<file path="config.mk">
export PLATFORM = sky130hd
export DESIGN_NAME = rssi_window_signal_grader_top
export DESIGN_NICKNAME = d
export VERILOG_FILES = /design/src/rtl/core/rswg_pkg.sv /design/src/rtl/core/rswg_ram.sv /design/src/rtl/core/rssi_window_signal_grader_top.sv
export SDC_FILE = /design/constraint.sdc
export NUM_CORES = 1
export LEC_CHECK = 0
export ABC_CLOCK_PERIOD_IN_PS = 14300
export BUFFER_PORTS_ARGS = -buffer_cell sky130_fd_sc_hd__buf_2
export CORE_MARGIN = 2
export CORE_UTILIZATION = 55
export CTS_CLUSTER_SIZE = 30
export DETAILED_ROUTE_END_ITERATION = 8
export GPL_TIMING_DRIVEN = 0
export MAX_ROUTING_LAYER = met4
export PLACE_DENSITY = 0.71
export SLEW_MARGIN = 20
export SYNTH_ARGS = -nofsm -noshare
export SYNTH_HDL_FRONTEND = slang
export SYNTH_HIERARCHICAL = 1
export SYNTH_SLANG_ARGS = --single-unit
</file>
<file path="constraint.sdc">
create_clock -name clk -period 14.3 [get_ports clk]
set_clock_uncertainty 0.1 [all_clocks]
set_input_delay 2.86 -clock clk [delete_from_list [all_inputs] [get_ports clk]]
set_output_delay 2.86 -clock clk [all_outputs]
set_load 0.02 [all_outputs]
</file>
<file path="src/rtl/core/rswg_pkg.sv">
// ----------------------------------------------------------------------------
// rswg_pkg
// shared widths, register indexes, reset values and led codes of the rssi
// window signal grader
// ----------------------------------------------------------------------------
`default_nettype none

package rswg_pkg;

  localparam int WINDOW    = 10;
  localparam int RSSI_W    = 8;
  localparam int MARGIN_W  = 5;
  localparam int LED_W     = 2;
  localparam int CFG_IDX_W = 2;
  localparam int CFG_DAT_W = 8;

  localparam int SLOT_W = $clog2(WINDOW);
  localparam int CNT_W  = $clog2(WINDOW + 1);
  localparam int SUM_W  = RSSI_W + CNT_W;
  localparam int SQ_W   = 2 * RSSI_W - 2 + CNT_W;
  localparam int TGT_W  = RSSI_W + 1;
  localparam int NT_W   = CNT_W + 1 + TGT_W;
  localparam int D_W    = CNT_W + 1 + RSSI_W;
  localparam int MA_W   = D_W;
  localparam int MB_W   = SQ_W + 1;
  localparam int PROD_W = MA_W + MB_W;

  localparam logic [CFG_IDX_W-1:0] REG_STRONG_LEVEL  = 2'd0;
  localparam logic [CFG_IDX_W-1:0] REG_FLOOR_LEVEL   = 2'd1;
  localparam logic [CFG_IDX_W-1:0] REG_STRONG_MARGIN = 2'd2;

  localparam logic [RSSI_W-1:0]   STRONG_LEVEL_RST  = 8'hC4;
  localparam logic [RSSI_W-1:0]   FLOOR_LEVEL_RST   = 8'hB0;
  localparam logic [MARGIN_W-1:0] STRONG_MARGIN_RST = 5'd5;

  localparam logic [LED_W-1:0] LED_KEEP   = 2'd0;
  localparam logic [LED_W-1:0] LED_NORMAL = 2'd1;
  localparam logic [LED_W-1:0] LED_STRONG = 2'd2;

  typedef logic [SLOT_W-1:0] slot_t;
  typedef logic [CNT_W-1:0]  cnt_t;

endpackage

`default_nettype wire

</file>
<file path="src/rtl/core/rswg_ram.sv">
// ----------------------------------------------------------------------------
// rswg_ram
// generic single write port ram with one registered read port
// ----------------------------------------------------------------------------
`default_nettype none

module rswg_ram #(
  parameter int WIDTH = 8,
  parameter int DEPTH = 16
) (
  input  wire logic                     clk,
  input  wire logic                     we,
  input  wire logic [$clog2(DEPTH)-1:0] waddr,
  input  wire logic [WIDTH-1:0]         wdata,
  input  wire logic                     re,
  input  wire logic [$clog2(DEPTH)-1:0] raddr,
  output logic      [WIDTH-1:0]         rdata
);

  logic [WIDTH-1:0] mem [DEPTH];

  always_ff @(posedge clk) begin
    if (we) begin
      mem[waddr] <= wdata;
    end
    if (re) begin
      rdata <= mem[raddr];
    end
  end

endmodule

`default_nettype wire

</file>
<file path="src/rtl/core/rssi_window_signal_grader_top.sv">
// ----------------------------------------------------------------------------
// rssi_window_signal_grader_top
// grades polled rssi samples for a signal led: a first compare after link up,
// then mean and deviation tests over a ring of recent samples
// ----------------------------------------------------------------------------
//  channel  direction  handshake          payload
//  in       input      in_valid/in_ready  wireless_enabled, link_up, rssi
//  out      output     out_valid/out_ready led_command, slow_poll
//  cfg      input      cfg_we             cfg_index, cfg_wdata
//
//  disabled, link down and first stage items go from accept straight to the
//  output step; second stage items read the ring on accept, then update, make
//  three passes through the shared multiplier and take a decision step
//  one item is in work at a time; in_ready is high while the sequencer idles
//  a waiting result sits in the output register and holds only the last step
//  synchronous active low reset; the sample ring needs no clearing pass
// ----------------------------------------------------------------------------
`default_nettype none

module rssi_window_signal_grader_top (
  input  wire logic                                clk,
  input  wire logic                                rst_n,
  input  wire logic                                in_valid,
  output logic                                     in_ready,
  input  wire logic                                in_wireless_enabled,
  input  wire logic                                in_link_up,
  input  wire logic signed [rswg_pkg::RSSI_W-1:0]  in_rssi,
  output logic                                     out_valid,
  input  wire logic                                out_ready,
  output logic             [rswg_pkg::LED_W-1:0]   out_led_command,
  output logic                                     out_slow_poll,
  input  wire logic                                cfg_we,
  input  wire logic        [rswg_pkg::CFG_IDX_W-1:0] cfg_index,
  input  wire logic        [rswg_pkg::CFG_DAT_W-1:0] cfg_wdata
);

  localparam logic [2:0] ST_IDLE = 3'd0;
  localparam logic [2:0] ST_UPD  = 3'd1;
  localparam logic [2:0] ST_M1   = 3'd2;
  localparam logic [2:0] ST_M2   = 3'd3;
  localparam logic [2:0] ST_M3   = 3'd4;
  localparam logic [2:0] ST_DEC  = 3'd5;
  localparam logic [2:0] ST_OUT  = 3'd6;

  // configuration
  logic signed [rswg_pkg::RSSI_W-1:0]   strong_r;
  logic signed [rswg_pkg::RSSI_W-1:0]   floor_r;
  logic        [rswg_pkg::MARGIN_W-1:0] margin_r;

  // control and window state
  logic [2:0]          state_r, state_nxt;
  logic                stage_r, stage_nxt;
  rswg_pkg::slot_t     slot_r, slot_nxt;
  rswg_pkg::cnt_t      fill_r, fill_nxt;
  logic signed [rswg_pkg::SUM_W-1:0] sum_r, sum_nxt;
  logic        [rswg_pkg::SQ_W-1:0]  sq_r, sq_nxt;
  logic                out_valid_r, out_valid_nxt;

  // datapath
  logic signed [rswg_pkg::RSSI_W-1:0]  rssi_r, rssi_nxt;
  logic [rswg_pkg::LED_W-1:0]          res_led_r, res_led_nxt;
  logic                                res_slow_r, res_slow_nxt;
  logic [rswg_pkg::LED_W-1:0]          out_led_r, out_led_nxt;
  logic                                out_slow_r, out_slow_nxt;
  logic                                ge_r, ge_nxt;
  logic signed [rswg_pkg::D_W-1:0]     d_r, d_nxt;
  logic signed [rswg_pkg::PROD_W-1:0]  p_r;
  logic signed [rswg_pkg::PROD_W-1:0]  acc_r, acc_nxt;

  logic                                accept;
  logic                                full;
  logic                                out_free;
  logic                                ram_re;
  logic                                ram_we;
  logic [rswg_pkg::RSSI_W-1:0]         ram_rdata;
  logic signed [rswg_pkg::RSSI_W-1:0]  old;
  logic signed [2*rswg_pkg::RSSI_W-1:0] old_sq;
  logic signed [2*rswg_pkg::RSSI_W-1:0] new_sq;
  logic signed [rswg_pkg::TGT_W-1:0]   tgt;
  logic signed [rswg_pkg::NT_W-1:0]    n_tgt;
  logic signed [rswg_pkg::NT_W-1:0]    sum_wide;
  logic signed [rswg_pkg::D_W-1:0]     n_floor;
  logic signed [rswg_pkg::CNT_W:0]     n_s;
  logic signed [rswg_pkg::MA_W-1:0]    mul_a;
  logic signed [rswg_pkg::MB_W-1:0]    mul_b;
  logic signed [rswg_pkg::PROD_W-1:0]  prod;

  rswg_ram #(
    .WIDTH (rswg_pkg::RSSI_W),
    .DEPTH (rswg_pkg::WINDOW)
  ) u_ring (
    .clk   (clk),
    .we    (ram_we),
    .waddr (slot_r),
    .wdata (rssi_r),
    .re    (ram_re),
    .raddr (slot_r),
    .rdata (ram_rdata)
  );

  assign in_ready        = (state_r == ST_IDLE);
  assign accept          = in_valid && in_ready;
  assign out_valid       = out_valid_r;
  assign out_led_command = out_led_r;
  assign out_slow_poll   = out_slow_r;

  assign full     = (fill_r == rswg_pkg::CNT_W'(rswg_pkg::WINDOW));
  assign out_free = !out_valid_r || out_ready;
  assign ram_re   = accept && in_wireless_enabled && in_link_up && stage_r;
  assign ram_we   = (state_r == ST_UPD);

  // window arithmetic
  assign old      = full ? $signed(ram_rdata) : '0;
  assign old_sq   = old * old;
  assign new_sq   = rssi_r * rssi_r;
  assign n_s      = $signed({1'b0, fill_r});
  assign tgt      = rswg_pkg::TGT_W'(strong_r) + rswg_pkg::TGT_W'($signed({1'b0, margin_r}));
  assign n_tgt    = n_s * tgt;
  assign n_floor  = n_s * floor_r;
  assign sum_wide = rswg_pkg::NT_W'(sum_r);

  // shared multiplier
  always_comb begin
    case (state_r)
      ST_M1: begin
        mul_a = rswg_pkg::MA_W'(n_s);
        mul_b = $signed({1'b0, sq_r});
      end
      ST_M2: begin
        mul_a = rswg_pkg::MA_W'(sum_r);
        mul_b = rswg_pkg::MB_W'(sum_r);
      end
      ST_M3: begin
        mul_a = d_r;
        mul_b = rswg_pkg::MB_W'(d_r);
      end
      default: begin
        mul_a = '0;
        mul_b = '0;
      end
    endcase
  end

  assign prod = mul_a * mul_b;

  always_comb begin
    state_nxt     = state_r;
    stage_nxt     = stage_r;
    slot_nxt      = slot_r;
    fill_nxt      = fill_r;
    sum_nxt       = sum_r;
    sq_nxt        = sq_r;
    rssi_nxt      = rssi_r;
    res_led_nxt   = res_led_r;
    res_slow_nxt  = res_slow_r;
    ge_nxt        = ge_r;
    d_nxt         = d_r;
    acc_nxt       = acc_r;
    out_valid_nxt = out_valid_r && !out_ready;
    out_led_nxt   = out_led_r;
    out_slow_nxt  = out_slow_r;
    case (state_r)
      ST_IDLE: begin
        if (accept) begin
          rssi_nxt = in_rssi;
          if (!in_wireless_enabled) begin
            res_led_nxt  = rswg_pkg::LED_KEEP;
            res_slow_nxt = stage_r;
            state_nxt    = ST_OUT;
          end else if (!in_link_up) begin
            stage_nxt    = 1'b0;
            res_led_nxt  = rswg_pkg::LED_KEEP;
            res_slow_nxt = 1'b0;
            state_nxt    = ST_OUT;
          end else if (!stage_r) begin
            res_led_nxt  = (in_rssi >= strong_r) ? rswg_pkg::LED_STRONG
                                                 : rswg_pkg::LED_NORMAL;
            res_slow_nxt = 1'b1;
            stage_nxt    = 1'b1;
            slot_nxt     = '0;
            fill_nxt     = '0;
            sum_nxt      = '0;
            sq_nxt       = '0;
            state_nxt    = ST_OUT;
          end else begin
            res_slow_nxt = 1'b1;
            state_nxt    = ST_UPD;
          end
        end
      end
      ST_UPD: begin
        sum_nxt  = sum_r - rswg_pkg::SUM_W'(old) + rswg_pkg::SUM_W'(rssi_r);
        sq_nxt   = sq_r - rswg_pkg::SQ_W'($unsigned(old_sq))
                        + rswg_pkg::SQ_W'($unsigned(new_sq));
        fill_nxt = full ? fill_r : fill_r + 1'b1;
        slot_nxt = (slot_r == rswg_pkg::SLOT_W'(rswg_pkg::WINDOW - 1)) ? '0
                                                                      : slot_r + 1'b1;
        state_nxt = ST_M1;
      end
      ST_M1: begin
        ge_nxt    = (sum_wide >= n_tgt);
        d_nxt     = rswg_pkg::D_W'(sum_r) - n_floor;
        state_nxt = ST_M2;
      end
      ST_M2: begin
        acc_nxt   = p_r;
        state_nxt = ST_M3;
      end
      ST_M3: begin
        acc_nxt   = acc_r - p_r;
        state_nxt = ST_DEC;
      end
      ST_DEC: begin
        res_led_nxt = (ge_r && !d_r[rswg_pkg::D_W-1] && (p_r >= acc_r))
                      ? rswg_pkg::LED_STRONG : rswg_pkg::LED_NORMAL;
        state_nxt   = ST_OUT;
      end
      ST_OUT: begin
        if (out_free) begin
          out_valid_nxt = 1'b1;
          out_led_nxt   = res_led_r;
          out_slow_nxt  = res_slow_r;
          state_nxt     = ST_IDLE;
        end
      end
      default: begin
        state_nxt = ST_IDLE;
      end
    endcase
  end

  always_ff @(posedge clk) begin
    if (!rst_n) begin
      state_r     <= ST_IDLE;
      stage_r     <= 1'b0;
      slot_r      <= '0;
      fill_r      <= '0;
      sum_r       <= '0;
      sq_r        <= '0;
      out_valid_r <= 1'b0;
      strong_r    <= rswg_pkg::STRONG_LEVEL_RST;
      floor_r     <= rswg_pkg::FLOOR_LEVEL_RST;
      margin_r    <= rswg_pkg::STRONG_MARGIN_RST;
    end else begin
      state_r     <= state_nxt;
      stage_r     <= stage_nxt;
      slot_r      <= slot_nxt;
      fill_r      <= fill_nxt;
      sum_r       <= sum_nxt;
      sq_r        <= sq_nxt;
      out_valid_r <= out_valid_nxt;
      if (cfg_we) begin
        case (cfg_index)
          rswg_pkg::REG_STRONG_LEVEL:  strong_r <= $signed(cfg_wdata);
          rswg_pkg::REG_FLOOR_LEVEL:   floor_r  <= $signed(cfg_wdata);
          rswg_pkg::REG_STRONG_MARGIN: margin_r <= cfg_wdata[rswg_pkg::MARGIN_W-1:0];
          default: begin
          end
        endcase
      end
    end
  end

  always_ff @(posedge clk) begin
    rssi_r     <= rssi_nxt;
    res_led_r  <= res_led_nxt;
    res_slow_r <= res_slow_nxt;
    out_led_r  <= out_led_nxt;
    out_slow_r <= out_slow_nxt;
    ge_r       <= ge_nxt;
    d_r        <= d_nxt;
    acc_r      <= acc_nxt;
    p_r        <= prod;
  end

`ifndef SYNTHESIS
  a_fill_range: assert property (@(posedge clk) disable iff (!rst_n)
    fill_r <= rswg_pkg::CNT_W'(rswg_pkg::WINDOW))
    else $error("fill count beyond window");

  a_slot_tracks_fill: assert property (@(posedge clk) disable iff (!rst_n)
    !full |-> (rswg_pkg::CNT_W'(slot_r) == fill_r))
    else $error("write slot out of step with fill count");

  a_empty_sums: assert property (@(posedge clk) disable iff (!rst_n)
    (fill_r == '0) |-> (sum_r == '0 && sq_r == '0))
    else $error("empty window with nonzero sums");

  a_var_nonneg: assert property (@(posedge clk) disable iff (!rst_n)
    (state_r == ST_DEC) |-> !acc_r[rswg_pkg::PROD_W-1])
    else $error("negative scaled variance");

  a_out_load: assert property (@(posedge clk) disable iff (!rst_n)
    (state_r == ST_OUT && out_free) |=> (out_valid_r && state_r == ST_IDLE))
    else $error("result not loaded into output register");
`endif

endmodule

`default_nettype wire
</file>
# == After elaboration in Yosys (flattened, before gate mapping) ==
# Memories as Yosys holds them, arrays and structs flattened. A register that Yosys moved wholly into a read port is not among the register bits.
# Cells that the tools add are included.
# W data, S select, Z words.
# word_totals
out_inout_bits,5
in_bits,25
elab_cells,120
n_memories,1
mem_bits_rw,80
register_bits,156
# mem_list
memory,words,word_bits,rd,rd_clocked_by_memory_dff,wr,line,source
u_ring.mem,10,8,1,1,1,rswg_ram.sv:20,logic [WIDTH-1:0] mem [DEPTH];
# op_classes
magnitude_cmp,3
n_reduce_logical,25
muxes,41
addsub,9
eq_ne,17
mul,5
# ops
operator,count
$mux W18,4
$pmux W32 S2,1
$pmux W19 S3,1
$mux W12,4
$pmux W13 S3,1
$pmux W18 S2,1
$ge A32 B32 Y1,1
$mul A13 B19 Y32,1
$mul A8 B8 Y16,2
$sub A32 B32 Y32,1
$mux W4,6
$pmux W12 S2,1
$pmux W3 S7,1
$add A18 B16 Y18,1
$sub A18 B16 Y18,1
$pmux W4 S2,2
$mux W3,5
$ge A12 B14 Y1,1
$mul A5 B9 Y14,1
$mul A5 B8 Y13,1
$sub A12 B13 Y13,1
$add A12 B8 Y12,1
$mux W2,6
$reduce_and A2 Y1,6
other kinds (25),49

# == Depth between registers and ports, before layout ==
# depth
depth_word,7
depth_mapped,35

# == Hierarchy ==
# The synthesis kept the hierarchy.
# by_module_without_submodules
mod,cells_per_inst,instances,area_each_um2,seq_area_each_um2
rssi_window_signal_grader_top,2931,1,25745.9,3723.6
rswg_ram,189,1,3482.1,2642.5

# == Worst setup path before layout ==
# Ideal clock, no wire load.
# synth_path
kind,register to register
from,reg fill_r[0]
to,reg sq_r[17] (netlist name)
setup_slack_ps,6790
setup_ps,114
stages_incl_launch_ff,36
arrival_time_ps,7296
n_path_buf,2
cell_sequence,dfxtp_1 > clkbuf_1 > inv_1 > ha_1 > and3b_1 > clkbuf_1 > nand2_1 > inv_1 > nand2_1 > inv_1 > xnor2_1 > ha_1 > inv_1 > fa_1 > inv_1 > fa_1 > inv_1 > fa_1 > inv_1 > ha_1 > a21oi_1 > o21bai_1 > a21oi_1 > o21bai_1 > a21oi_1 > nor4b_1 > nor3_1 > fa_1 > ha_1 > a21o_1 > a21oi_1 > or3b_2 > o21ai_0 > o21ai_1 > a41o_1 > a21o_1
# synth_via
elab_chain_len,6
# synth_lines
item,line,source
"start, declared",rssi_window_signal_grader_top.sv:54,"rswg_pkg::cnt_t fill_r, fill_nxt;"
"start signal, assigned",rssi_window_signal_grader_top.sv:248,fill_r <= fill_nxt;
$eq A4 B4 Y1,rssi_window_signal_grader_top.sv:107,assign full = (fill_r == rswg_pkg::CNT_W'(rswg_pkg::WINDOW));
$mux W8,rssi_window_signal_grader_top.sv:113,assign old = full ? $signed(ram_rdata) : '0;
$mul A8 B8 Y16,rssi_window_signal_grader_top.sv:114,assign old_sq = old * old;
$sub A18 B16 Y18,rssi_window_signal_grader_top.sv:193,sq_nxt = sq_r - rswg_pkg::SQ_W'($unsigned(old_sq))
$add A18 B16 Y18,rssi_window_signal_grader_top.sv:194,+ rswg_pkg::SQ_W'($unsigned(new_sq));
$pmux W18 S2,rssi_window_signal_grader_top.sv:162,case (state_r)
"end signal, assigned",rssi_window_signal_grader_top.sv:250,sq_r <= sq_nxt;
"end, declared",rssi_window_signal_grader_top.sv:56,"logic [rswg_pkg::SQ_W-1:0] sq_r, sq_nxt;"
# Every way passes these cells.
# A chain may end at the register's enable or synchronous reset.

# == Final worst setup path ==
# Same ends and word-level chain as after synthesis.

==> qor.csv <==
stage,metric,value,unit
setup_path,cpMostUsedCell,inv_1,
sta,setup_viol,0,
setup_path,cp_data_required_time,14.68,ns
floorplan,chipWidth,235,um
sta,post-route-period-util,63.8,%
yosys,syn_avg_cell_area,9.37,um2
global_routing,grt_pass1_wl,112,mm
clocking,clk_latency,0.59,ns
yosys,yosys.cell_types.count,91,
clocking,holdBufCountCts,0,
clocking,cts_buffer_depth,3,
clocking,clk_pin_slew,0.06,ns
setup_path,max_stage_delay,0.53,ns
pwr,peakVddDrop,0.354,mV
hold_path,hp-class,reg2reg,
yosys,synth_top_area_share,26.5,%
setup_path,path_depth,35,
sta,max_freq,110,MHz
sta,slew_violations,0,
yosys,netlist_area,29200,um2
yosys,synth_edf_count,148,
yosys,synth_area_leaders,"fa_1 27%, edfxtp_1 15%, ha_1 12%, inv_1 7.8%, dfxtp_1 6.6%",
clocking,postCtsSetupBuffers,0,
placement,gp_congestion,0.952,
cells_and_area,layout-drive-gt1-share,5.08,%
floorplan,die-height,235,um
yosys,synth-seq-cells,244,
clocking,cts_resized,0,
route,routedWlPerCell,17.8,um
yosys,synth-seq-area-share,21.8,%
sta,final_hold_viol_count,0,
route,wirelength,69.4,mm
yosys,yosys_warnings,6,
global_routing,grt_overflow,0,
setup_path,worstSetupPathType,reg2reg,
global_routing,grt_pass1_vias,22500,
route,num_vias,21500,
clocking,numCtsBuffers,29,
clocking,root_buffer,clkbuf_16,
floorplan,num_rows,84,
setup_path,critical_path.slowest_cell,fa_1,
yosys,synth_top_cell_by_area,fa_1,
route,routed_via_density,5.52,
setup_path,cp-start-kind,flip-flop,
yosys,synth_most_common_cell,inv_1,
setup_path,crit_arrival,9.51,ns
hold_path,whs_path_depth,0,
sta,fin_tns_setup,0,ns
setup_path,crit_fanout,13,
placement,io_buffers,29,
clocking,cts_tree,built,
floorplan,fp.coreArea,52600,um2
global_routing,antenna_found_initial,0,
clocking,clkSinkCount,244,
setup_path,endpoint_kind,flip-flop,
cells_and_area,num_antenna_cells,0,
flow_run,drv_cap,0,
pwr,power_density,192,nW/um2
floorplan,initial_core_util,55.6,%
pwr,p_leak,14.2,nW
yosys,syn_inst,3120,
placement,hpwl,57.0,mm
sta,tightest_slew,1.06,ns
floorplan,dieArea,55000,um2
floorplan,num_io_pins,30,
yosys,ys.flop_type,edfxtp_1,
route,drc,0,
setup_path,worst_r2r_path_depth,35,
sta,period_minus_slack,9.13,ns
setup_path,path_buf_inv,9,
clocking,cts.htree.levels,1,
global_routing,grt_max_degree,24,
route,drt-pass1-iter-count,6,
cells_and_area,area_growth,7.23,%
route,ant_nets,0,
yosys,async_reset_ff_share,0,%
setup_path,crit_family,adder cells,
sta,max-slew-margin-rel,28.8,%
cells_and_area,nets,3879,
route,drt_iter0_drc,1055,
pwr,power,0.00603,W
sta,rsz0062_at_grt,no,
global_routing,track_usage,26.6,%
yosys,synth_common_cells,"606 x inv_1, 387 x fa_1, 336 x nand2_1",
run_status,status,"finished, final reports clean",
## per-stage QoR
step | utilization (%) | setup slack (ns) | instances | area (um2) | hold slack (ns)
after floorplan | - | 6.79 | 3124 | 29200 | 0.300
after global placement | 57.6 | 5.52 | 3841 | 30200 | 0.305
after detailed placement | 57.7 | 5.31 | 3843 | 30300 | 0.306
after CTS | 59.6 | 5.28 | 3896 | 31300 | 0.322
after global routing | 59.6 | 4.62 | 3896 | 31300 | 0.321
final | 59.6 | 5.17 | 3896 | 31300 | 0.319
## cell families after synthesis
| family | synth area share [%] |
|---|---|
| multiplexers | 1.99 |
| buffers and inverters | 9.20 |
| XOR/XNOR | 4.64 |
| AND/OR/NAND/NOR | 13.0 |
| other | 0.0257 |
| adder cells (fa/ha/maj) | 38.5 |
| flip-flops | 21.8 |
| AO/OA/AOI/OAI | 10.8 |
## cell usage in the layout (no fill, tap or decap), types with 9 or more instances in the layout
master,n
or2_2,11
nand2b_1,35
a21o_1,43
mux2_2,25
buf_2,39
o31ai_1,9
nand2_1,336
mux2i_1,30
and2_1,62
nand3_1,37
o21a_1,16
or3_1,9
nor3_1,25
a31oi_1,10
dfxtp_1,96
a22oi_1,23
o21ai_1,36
clkbuf_16,29
o21bai_1,25
edfxtp_1,148
fa_1,387
o21ai_0,80
a22o_1,16
inv_1,606
a21oi_1,128
and3_1,32
ha_1,281
nor2_1,176
xnor2_1,113
nor2b_1,50
nand4_1,9
xor2_1,42
clkbuf_1,67
a211oi_1,11
## path summary, 6_finish.rpt
kind                               start                           end  slack [ns]
setup reg to reg  fill_r[0]$_SDFFE_PN0P_         sq_r[17]$_SDFFE_PN0P_        5.17
setup / recovery  fill_r[0]$_SDFFE_PN0P_         sq_r[17]$_SDFFE_PN0P_        5.17
hold reg to reg   res_led_r[1]$_DFFE_PP_  out_led_command[1]$_DFFE_PP_        0.32
hold / removal    res_led_r[1]$_DFFE_PP_  out_led_command[1]$_DFFE_PP_        0.32
## state kept, by name (all words and copies together) (netlist names), 3 cells and up
signal and cells:
acc_r 32, d_r 13, fill_r 4, floor_r 8, margin_r 5, p_r 32
rssi_r 8, slot_r 4, sq_r 18, state_r 3, strong_r 8, sum_r 12
u_ring/mem 80, u_ring/rdata 8
## routing by layer
metal	GRT usage, %	part of all wire (%)	wire (um)	up-vias
li1	-	-	-	10200
met1	30.8	41	28500	10700
met2	48.0	51	35300	499
met3	2.52	3.9	2680	174
met4	9.69	4.2	2920	0
met5	-	0	0	-
## report_power, final
part	switching, W	internal [W]
Clock	0.000306	0.000498
Combinational	0.00244	0.00185
Sequential	0.0000719	0.000866
## cell type report
| type | count | area (um2) |
|---|---|---|
| fill | 4545 | 21200 |
| buffer | 87 | 398 |
| clock inverter | 20 | 295 |
| sequential | 244 | 6370 |
| multi-input combinational | 2182 | 20200 |
| tap | 688 | 861 |
| timing repair buffer | 31 | 178 |
| clock buffer | 33 | 741 |
| inverter | 611 | 2290 |
No activity file was read; power rests on OpenSTA's default activity.
